**config.mk**
```make
export PLATFORM = sky130hd
export DESIGN_NAME = pointer_click_drag_recognizer_top
export DESIGN_NICKNAME = d
export VERILOG_FILES = /design/src/hdl/pcdr_pkg.sv /design/src/hdl/pointer_click_drag_recognizer_top.sv
export SDC_FILE = /design/constraint.sdc
export NUM_CORES = 2
export LEC_CHECK = 0
export BUFFER_PORTS_ARGS = -buffer_cell sky130_fd_sc_hd__buf_2
export CAP_MARGIN = 25
export CELL_PAD_IN_SITES_DETAIL_PLACEMENT = 1
export CELL_PAD_IN_SITES_GLOBAL_PLACEMENT = 1
export CORE_MARGIN = 10
export CORE_UTILIZATION = 46
export CTS_BUF_LIST = sky130_fd_sc_hd__clkbuf_8
export CTS_CLUSTER_DIAMETER = 120
export CTS_CLUSTER_SIZE = 8
export DETAILED_ROUTE_END_ITERATION = 10
export PLACE_DENSITY = 0.82
export SKIP_LAST_GASP = 1
export SYNTH_ARGS = -nofsm -noshare
export SYNTH_HDL_FRONTEND = slang
export SYNTH_SLANG_ARGS = --single-unit
```
**constraint.sdc**
```tcl
create_clock -name aclk -period 11.7 [get_ports aclk]
set_input_delay 1.755 -clock aclk [delete_from_list [all_inputs] [get_ports aclk]]
set_output_delay 1.755 -clock aclk [all_outputs]
set_load 0.01 [all_outputs]
```
**src/hdl/pcdr_pkg.sv**
```systemverilog
`timescale 1ns / 1ps

package pcdr_pkg;

    // event codes carried on the input tuser
    typedef enum logic [2:0] {
        CMD_DOWN = 3'd0,
        CMD_UP   = 3'd1,
        CMD_MOVE = 3'd2,
        CMD_TICK = 3'd3,
        CMD_LOCK = 3'd4
    } cmd_t;

    // gesture codes carried on the output tuser
    typedef enum logic [1:0] {
        G_CLICK      = 2'd0,
        G_DRAG_START = 2'd1,
        G_DRAG       = 2'd2,
        G_DRAG_END   = 2'd3
    } gesture_t;

    // configuration register indexes
    localparam logic CFG_DRAG_THRESHOLD = 1'b0;
    localparam logic CFG_AUTO_DRAG_TIME = 1'b1;

    localparam int THRESH_W = 32;
    localparam int TIME_W   = 16;
    localparam int POS_W    = 16;

    localparam logic [THRESH_W-1:0] DRAG_THRESHOLD_RST = 32'h0000_0019;
    localparam logic [TIME_W-1:0]   AUTO_DRAG_TIME_RST = 16'd1000;
    localparam logic [TIME_W-1:0]   HOLD_TICKS_MAX     = 16'hFFFF;

endpackage

```
**src/hdl/pointer_click_drag_recognizer_top.sv**
```systemverilog
`timescale 1ns / 1ps

// Pointer click and drag recognizer. Every input beat (button down, button
// up, move, millisecond tick, drag-lock toggle) produces exactly one output
// beat; emitted = 1 marks a real gesture (click, drag start, drag, drag end),
// otherwise gesture and position are zero. A held move starts a drag once the
// squared distance from the press exceeds drag_threshold; a hold lasting
// auto_drag_time ticks starts one too. The block takes one beat per cycle
// unless a held result is not taken (s_tready then falls); the squared-distance
// compare and all flag updates sit between the input handshake and the output
// register, and the state is updated in the cycle the beat is accepted, so the
// next beat sees it at once. The output register lets a new beat enter while
// the previous result is being taken. Configuration writes are applied at once
// and should only be made while no beat is in flight.
module pointer_click_drag_recognizer_top (
    input  logic        aclk,
    input  logic        aresetn,

    // configuration write port
    input  logic        cfg_wr_en,
    input  logic        cfg_addr,
    input  logic [31:0] cfg_wdata,

    // input events
    input  logic        s_tvalid,
    output logic        s_tready,
    input  logic [39:0] s_tdata,   // pos_x[15:0], pos_y[31:16], left_held[32], zero pad
    input  logic [2:0]  s_tuser,   // command[2:0]

    // gesture results
    output logic        m_tvalid,
    input  logic        m_tready,
    output logic [39:0] m_tdata,   // emitted[0], out_x[16:1], out_y[32:17], zero pad
    output logic [1:0]  m_tuser    // gesture[1:0]
);

    localparam int PW = pcdr_pkg::POS_W;

    // configuration
    logic [pcdr_pkg::THRESH_W-1:0] drag_threshold_reg;
    logic [pcdr_pkg::TIME_W-1:0]   auto_drag_time_reg;

    // gesture state
    logic signed [PW-1:0] press_x_reg, press_x_next;
    logic signed [PW-1:0] press_y_reg, press_y_next;
    logic button_pressed_reg, button_pressed_next;
    logic drag_active_reg, drag_active_next;
    logic drag_lock_reg, drag_lock_next;
    logic hold_armed_reg, hold_armed_next;
    logic [pcdr_pkg::TIME_W-1:0] hold_ticks_reg, hold_ticks_next;

    // output register
    logic                 m_valid_reg;
    logic                 emitted_reg, emitted_next;
    pcdr_pkg::gesture_t   gesture_reg, gesture_next;
    logic signed [PW-1:0] out_x_reg, out_x_next;
    logic signed [PW-1:0] out_y_reg, out_y_next;

    // unpacked input beat
    pcdr_pkg::cmd_t       cmd;
    logic signed [PW-1:0] pos_x;
    logic signed [PW-1:0] pos_y;
    logic                 left_held;
    logic                 in_beat;

    // distance path
    logic signed [PW:0]     dx;
    logic signed [PW:0]     dy;
    logic [2*PW-1:0]        dx_sq;
    logic [2*PW-1:0]        dy_sq;
    logic [2*PW:0]          dist_sq;
    logic                   far_enough;
    logic                   held_eff;
    logic [pcdr_pkg::TIME_W-1:0] ticks_inc;

    assign cmd       = pcdr_pkg::cmd_t'(s_tuser);
    assign pos_x     = s_tdata[PW-1:0];
    assign pos_y     = s_tdata[2*PW-1:PW];
    assign left_held = s_tdata[2*PW];

    assign s_tready = !m_valid_reg || m_tready;
    assign in_beat  = s_tvalid && s_tready;

    // squares of 17-bit differences are non-negative and fit in 32 bits
    assign dx    = {pos_x[PW-1], pos_x} - {press_x_reg[PW-1], press_x_reg};
    assign dy    = {pos_y[PW-1], pos_y} - {press_y_reg[PW-1], press_y_reg};
    assign dx_sq = (2*PW)'(dx * dx);
    assign dy_sq = (2*PW)'(dy * dy);
    assign dist_sq    = {1'b0, dx_sq} + {1'b0, dy_sq};
    assign far_enough = dist_sq > {1'b0, drag_threshold_reg};

    assign held_eff  = drag_lock_reg || left_held;
    assign ticks_inc = (hold_ticks_reg == pcdr_pkg::HOLD_TICKS_MAX) ?
                       hold_ticks_reg : hold_ticks_reg + 1'b1;

    always_comb begin
        press_x_next        = press_x_reg;
        press_y_next        = press_y_reg;
        button_pressed_next = button_pressed_reg;
        drag_active_next    = drag_active_reg;
        drag_lock_next      = drag_lock_reg;
        hold_armed_next     = hold_armed_reg;
        hold_ticks_next     = hold_ticks_reg;
        emitted_next        = 1'b0;
        gesture_next        = pcdr_pkg::G_CLICK;
        out_x_next          = '0;
        out_y_next          = '0;

        case (cmd)
            pcdr_pkg::CMD_DOWN: begin
                if (drag_lock_reg) begin
                    // a press in drag lock only drops the lock
                    drag_lock_next = 1'b0;
                end else begin
                    press_x_next        = pos_x;
                    press_y_next        = pos_y;
                    drag_active_next    = 1'b0;
                    button_pressed_next = 1'b1;
                    hold_armed_next     = 1'b1;
                    hold_ticks_next     = '0;
                end
            end
            pcdr_pkg::CMD_UP: begin
                hold_armed_next     = 1'b0;
                drag_active_next    = 1'b0;
                button_pressed_next = 1'b0;
                if (drag_active_reg) begin
                    emitted_next = 1'b1;
                    gesture_next = pcdr_pkg::G_DRAG_END;
                    out_x_next   = pos_x;
                    out_y_next   = pos_y;
                end else if (button_pressed_reg) begin
                    emitted_next = 1'b1;
                    gesture_next = pcdr_pkg::G_CLICK;
                    out_x_next   = press_x_reg;
                    out_y_next   = press_y_reg;
                end
            end
            pcdr_pkg::CMD_MOVE: begin
                if ((drag_lock_reg || button_pressed_reg) && held_eff) begin
                    if (drag_active_reg) begin
                        emitted_next = 1'b1;
                        gesture_next = pcdr_pkg::G_DRAG;
                        out_x_next   = pos_x;
                        out_y_next   = pos_y;
                    end else if (drag_lock_reg) begin
                        // in lock the drag starts right at the pointer
                        press_x_next     = pos_x;
                        press_y_next     = pos_y;
                        hold_armed_next  = 1'b0;
                        drag_active_next = 1'b1;
                        emitted_next     = 1'b1;
                        gesture_next     = pcdr_pkg::G_DRAG_START;
                        out_x_next       = pos_x;
                        out_y_next       = pos_y;
                    end else if (far_enough) begin
                        hold_armed_next  = 1'b0;
                        drag_active_next = 1'b1;
                        emitted_next     = 1'b1;
                        gesture_next     = pcdr_pkg::G_DRAG_START;
                        out_x_next       = press_x_reg;
                        out_y_next       = press_y_reg;
                    end
                end
            end
            pcdr_pkg::CMD_TICK: begin
                if (hold_armed_reg) begin
                    hold_ticks_next = ticks_inc;
                    if (ticks_inc >= auto_drag_time_reg) begin
                        hold_armed_next = 1'b0;
                        if (button_pressed_reg) begin
                            drag_active_next = 1'b1;
                            emitted_next     = 1'b1;
                            gesture_next     = pcdr_pkg::G_DRAG_START;
                            out_x_next       = press_x_reg;
                            out_y_next       = press_y_reg;
                        end else begin
                            drag_active_next = 1'b0;
                        end
                    end
                end
            end
            pcdr_pkg::CMD_LOCK: begin
                if (drag_lock_reg) begin
                    drag_active_next = 1'b0;
                    emitted_next     = 1'b1;
                    gesture_next     = pcdr_pkg::G_DRAG_END;
                    out_x_next       = pos_x;
                    out_y_next       = pos_y;
                end
                drag_lock_next = !drag_lock_reg;
            end
            default: begin
                // unused codes leave the state alone and report nothing
            end
        endcase
    end

    // configuration registers
    always_ff @(posedge aclk) begin
        if (!aresetn) begin
            drag_threshold_reg <= pcdr_pkg::DRAG_THRESHOLD_RST;
            auto_drag_time_reg <= pcdr_pkg::AUTO_DRAG_TIME_RST;
        end else if (cfg_wr_en) begin
            case (cfg_addr)
                pcdr_pkg::CFG_DRAG_THRESHOLD: drag_threshold_reg <= cfg_wdata;
                pcdr_pkg::CFG_AUTO_DRAG_TIME:
                    auto_drag_time_reg <= cfg_wdata[pcdr_pkg::TIME_W-1:0];
                default: begin
                end
            endcase
        end
    end

    // gesture state, updated once per accepted beat
    always_ff @(posedge aclk) begin
        if (!aresetn) begin
            press_x_reg        <= '0;
            press_y_reg        <= '0;
            button_pressed_reg <= 1'b0;
            drag_active_reg    <= 1'b0;
            drag_lock_reg      <= 1'b0;
            hold_armed_reg     <= 1'b0;
            hold_ticks_reg     <= '0;
        end else if (in_beat) begin
            press_x_reg        <= press_x_next;
            press_y_reg        <= press_y_next;
            button_pressed_reg <= button_pressed_next;
            drag_active_reg    <= drag_active_next;
            drag_lock_reg      <= drag_lock_next;
            hold_armed_reg     <= hold_armed_next;
            hold_ticks_reg     <= hold_ticks_next;
        end
    end

    // output register: valid is control, payload needs no reset
    always_ff @(posedge aclk) begin
        if (!aresetn) begin
            m_valid_reg <= 1'b0;
        end else if (in_beat) begin
            m_valid_reg <= 1'b1;
        end else if (m_tready) begin
            m_valid_reg <= 1'b0;
        end
    end

    always_ff @(posedge aclk) begin
        if (in_beat) begin
            emitted_reg <= emitted_next;
            gesture_reg <= gesture_next;
            out_x_reg   <= out_x_next;
            out_y_reg   <= out_y_next;
        end
    end

    assign m_tvalid = m_valid_reg;
    assign m_tdata  = {7'd0, out_y_reg, out_x_reg, emitted_reg};
    assign m_tuser  = gesture_reg;

endmodule

```
==> results of run 1 <==
routing by layer:
layer,GRT usage,overflow
met1,0.674,1
met2,0.843,5
met3,0.681,1
met4,0.704,1
met5,0.450,0
what timing repair did:
action / in CTS
endpoints found under the setup margin: 36
hold buffers: 0
pin swaps: 139
cloned: 1
setup buffers: 55
gates resized for setup: 189
logic make-up after synthesis:
kind of cell | count (synthesis) | share of synthesized area
other | 1 | 0.000133
flip-flops | 136 | 0.109
adder cells (fa/ha/maj) | 785 | 0.485
AO/OA/AOI/OAI | 506 | 0.116
multiplexers | 5 | 0.00186
XOR/XNOR | 148 | 0.0471
buffers and inverters | 862 | 0.116
AND/OR/NAND/NOR | 821 | 0.125
metrics by stage:
step	instance area (µm²)	setup WS, ns	std cells	hold WS, ns	util
CTS	35500	-0.645	4703	0.460	0.586
detailed placement	33900	-1.66	4618	0.448	0.559
global placement	33900	-0.929	4618	0.443	0.559
floorplan	28500	0.00140	3270	0.436	-
==> results by stage, run 1 <==
Logic synthesis:
- The share of synthesized area occupied by flip-flops and latches is 0.109.
- The post-synthesis area per instance is 8.65 µm².
- Of the post-synthesis cell area, the dominant cell type holds 0.367.
- The number of distinct library cells after synthesis is 78.
- The synthesized design contains 35 enable-type register cells.
- The synthesized design contains 136 register bits.
- The most used flip-flop cell after synthesis is dfxtp_1.
- The area of the mapped netlist is 0.0282 mm².
- The post-synthesis cell type with the largest combined area is fa_1.
- By area the synthesized netlist is led by fa_1 37%, ha_1 12%, inv_1 10%.
- The count of synthesis-stage warnings from yosys is 0.
- The post-synthesis cell count is 3264.
- The most common cell in the synthesized netlist is inv_1.
- The async set-reset flop share out of synthesis is 0.
- In the synthesized netlist, the cells that appear most often are 757 x inv_1, 517 x fa_1, 376 x nand2_1.

Floorplan:
- The die is 268 µm tall.
- During I/O placement, the number of pins put on the boundary was 125.
- The initial core utilization is 0.466.
- In this run the core area contains 90 standard-cell rows.
- The die extent in x is 268 µm.

Global routing:
- The sum of overflow across all layers after global routing is 8.
- Across every metal layer, demand over resource in global routing totals 0.721.
- The maximum number of pins on one net before global-route repair is 74.
- The initial antenna violation count is 33.

Timing:
- The critical endpoint after global-route timing repair is out_y_reg[11]$_DFFE_PP_/D.
- The worst-path endpoint category is a register input.

Place:
- The post-detailed-placement half-perimeter wirelength is 90.8 mm.
- At the end of routability-driven placement, the weighted congestion stood at 0.926.
- The number of port buffers is 110.

CTS:
- The CTS root buffer is clkbuf_8.
- The H-tree was split into 4 levels.
- The clock sink count is 136.
- The number of buffers added by the clock tree synthesis step is 17.
- The deepest clock path buffer count is 2.

Outcome:
- It got as far as global routing and failed there.
- The first error in the log reads "[ERROR GRT-0232] Routing congestion too high. Check the congestion heatmap in the GUI".
- The flow did not finish.
==> run 2, diff against run 1 <==
CELL_PAD_IN_SITES_DETAIL_PLACEMENT = not set   (was 1)
CELL_PAD_IN_SITES_GLOBAL_PLACEMENT = not set   (was 1)
CORE_UTILIZATION = 40   (was 46)
CTS_BUF_LIST = not set   (was sky130_fd_sc_hd__clkbuf_8)
CTS_CLUSTER_DIAMETER = not set   (was 120)
CTS_CLUSTER_SIZE = not set   (was 8)
PLACE_DENSITY = not set   (was 0.82)
PLACE_DENSITY_LB_ADDON = 0.15   (was not set)
clock period = 15.2 ns   (was 11.7 ns; I/O delays follow)
==> results by stage, run 2 <==
Outcome:
- The run finished with clean final reports.

Routing:
- The count of nets left with antenna violations once routing finished came out at 0.
- Using the TritonRoute via totals, the vias-per-cell ratio works out to 4.97.
- The detailed-route wire length per cell is 17.1 µm.
- For this run, the detailed router's first-pass iteration total came to 7.
- The final layout contains routed wiring with a total length of 73.7 mm.
- After detailed routing, the number of remaining DRC violations is 0.
- The number of DRC markers after the initial detailed-route iteration is 1186.
- The count of vias placed by the detailed router is 21400.

Global routing:
- The global-route wire length before repair is 120 mm.
- For this run, the total global-route usage over all layers was measured as 0.184.
- The maximum number of pins on one net before global-route repair is 92.
- The sum of overflow across all layers after global routing is 0.
- The via count of the first global-routing pass is 22100.
- The initial antenna violation count is 2.

Worst setup path:
- The cell seen most often among critical-path stages is fa_1.
- The peak fanout along the critical path is 18.
- The worst setup path is captured at a register.
- The master of the slowest instance on the critical path is fa_1.
- For this run, the slowest stage of the critical path takes 0.61 ns.
- The reg-to-reg setup timing slack is 2.87 ns.
- For the worst flop-to-flop path, the logic depth is 49.
- The reg-to-reg critical path endpoint is hold_armed_reg$_SDFFE_PN0P_.
- The family of cells with the greatest summed delay on the critical path is compound AO/OA/AOI/OAI gates.
- The launching element of the worst setup path is s_tdata[16].
- STA puts the critical path data arrival time at 14.28 ns.
- Together, buffers and inverters on the worst path number 8.
- In this run the critical register-to-register path is launched from press_x_reg[1]$_SDFFE_PN0P_.
- STA puts the critical path data required time at 15.55 ns.
- The kind of critical path is input pin to register.
- In this run the number of cells on the critical path is 50.
- The element type at the critical path start is an input pin.

CTS:
- Counting the buffers created by CTS gives 17.
- Counting every sink on the clock net gives 136.
- Clock-pin slew was measured on the worst setup and hold paths at 0.07 ns.
- The worst-skew pair later-pin latency is 0.46 ns.
- In this run the clock root is driven by a clkbuf_16.
- The CTS tree is done.
- The number of setup buffers added after CTS is 0.
- For this design, the CTS-stage hold fixing added 0 buffers.
- Counting along the longest clock path gives a buffer depth of 2.
- The H-tree was split into 4 levels.
- The number of cells upsized or downsized after cts is 0.

Logic synthesis:
- The complex-gate fraction of the synthesized area is 0.116.
- Of the total synthesized cell area, the portion taken by AND, OR, NAND and NOR gates is 0.125.
- In this run the cell area of the synthesized design comes to 0.0282 mm².
- The commonest cells after synthesis are 757 x inv_1, 517 x fa_1, 376 x nand2_1.
- The synthesized design spends more area on one cell type than any other, namely fa_1.
- The post-synthesis cell count is 3264.
- In this run, synthesis inferred 35 flip-flops with an integrated enable.
- Each instance of the synthesized netlist takes up on average 8.65 µm².
- The post-synthesis register bit count is 136.
- The number of distinct library cells after synthesis is 78.
- The share of synthesized area occupied by flip-flops and latches is 0.109.
- After synthesis, the cell types taking the most area are fa_1 37%, ha_1 12%, inv_1 10%.
- Of the total synthesized cell area, the portion taken by full adders, half adders and majority gates is 0.485.
- The top-area cell type share of the netlist area is 0.367.
- After synthesis, the share of cell area in mux cells is 0.00186.
- In the synthesized netlist the async set-or-reset flop fraction comes to 0.
- Among all flip-flop cells after synthesis, the most frequent one is dfxtp_1.
- The main combinational cell family by area after synthesis is adder cells.
- Of the total synthesized cell area, the portion taken by XOR and XNOR cells is 0.0471.
- By instance count, the leading cell after synthesis is inv_1.
- During synthesis, Yosys emitted a total of 0 warnings.

Finish:
- Measured on the finished design, the core utilization comes to 0.438.
- With fillers left out, the area of the finished cells amounts to 0.0307 mm².
- The antenna diode count is 0.
- The register with the most flip-flops in the layout has 32 of them.
- The top cell types in the final layout, fill and taps aside, are 756 x inv_1, 517 x fa_1, 376 x nand2_1.
- The number of nets in the layout is 4226.
- The library cell used most frequently in the layout, excluding fill and tap cells, is inv_1.
- The ratio of cells with drive above 1 in the final layout is 0.0700.
- Relative to the synthesized area, the layout overhead comes to 8.79%.

Timing:
- The headroom to the max-slew limit is 0.324.
- The ratio of final minimum period to clock period is 0.916.
- The setup violation total in the final timing report is 0.
- In the final timing run, aggregate negative setup slack is 0 ns.
- The final number of max-transition violations is 0.
- The worst setup margin is 1.28 ns.
- Setup repair after global routing left no endpoint under its margin.
- The number of failing hold endpoints at the final stage is 0.
- The slew at the pin closest to its max-slew limit is 1.01 ns.
- The worst-case clock skew is 0.0184 ns.
- The fmax is 0.0718 GHz.
- The routed design could run at a clock period as short as 13.92 ns.

Floorplan:
- The overall die height is 286 µm.
- The die extent in x is 286 µm.
- The area of the core is 0.0700 mm².
- The initial core utilization is 0.403.
- The row count is 97.
- The die area is 0.0816 mm².
- 125 I/O pins were placed.

Worst hold path:
- The worst hold path startpoint is auto_drag_time_reg[11]$_SDFFE_PN0P_.
- The tightest min-delay check is of the register to register type.
- The worst hold path was traced through 2 stages.
- The path with the worst hold slack has its endpoint at auto_drag_time_reg[11]$_SDFFE_PN0P_.

Place:
- After detailed placement, the total cell area comes to 0.0301 mm².
- The post-detailed-placement half-perimeter wirelength is 62.0 mm.
- Port buffering added 110 buffers.
- The congestion estimate from routability-driven global placement came to 0.869.
- The worst setup timing slack at the placement stage is 0.878 ns.

Job:
- The number of max-cap violations is 0.
==> run 2: cell counts after synthesis <==
No cell type changed its count.
==> run 2: tightest hold or removal path: stages, from the launching register on <==
cell	delay [ns]
dfxtp_1	0.31
nand2_1	0.05
a21oi_1	0.05
==> run 2: metal layers <==
metal | routed length [µm] | vias to the layer above | global-route usage
met5 | 34 | - | 0
met4 | 498 | 4 | 0.0201
met3 | 3070 | 32 | 0.0232
met2 | 34400 | 357 | 0.302
met1 | 35700 | 10700 | 0.265
li1 | - | 10400 | -
==> run 2: worst max path at each step <==
stage | end | slack [ns]
floorplan | out_x_reg[10]$_DFFE_PP_ | 2.21
global placement | hold_armed_reg$_SDFFE_PN0P_ | 0.89
detailed placement | hold_armed_reg$_SDFFE_PN0P_ | 0.88
CTS | hold_armed_reg$_SDFFE_PN0P_ | 1.29
global route | hold_armed_reg$_SDFFE_PN0P_ | 0.38
finish | hold_armed_reg$_SDFFE_PN0P_ | 1.28
==> run 2: area by class of cell <==
type | count | area (µm²)
Fill cell | 7190 | 39300
Multi-Input combinational cell | 2272 | 21900
Sequential cell | 136 | 3070
Inverter | 767 | 2880
Tap cell | 940 | 1180
Timing Repair Buffer | 166 | 1030
Clock buffer | 17 | 425
Clock inverter | 15 | 179
==> run 2: per-stage QoR <==
step / hold slack (ns) / std cells
after floorplan: 0.436 / 3270
final: 0.456 / 4313
after CTS: 0.459 / 4311
after global routing: 0.476 / 4313
after global placement: 0.444 / 4278
after detailed placement: 0.449 / 4279
==> run 2: cell families (layout without fill, tap and decap cells) <==
group	count (synthesis)	count (layout)
AO/OA/AOI/OAI	506	506
XOR/XNOR	148	148
adder cells (fa/ha/maj)	785	785
buffers and inverters	862	965
flip-flops	136	136
multiplexers	5	5
other	1	7
AND/OR/NAND/NOR	821	821
Power of run 2 is not shown: default switching activity piles up to over one toggle a cycle in this logic, so the estimate is an artifact.
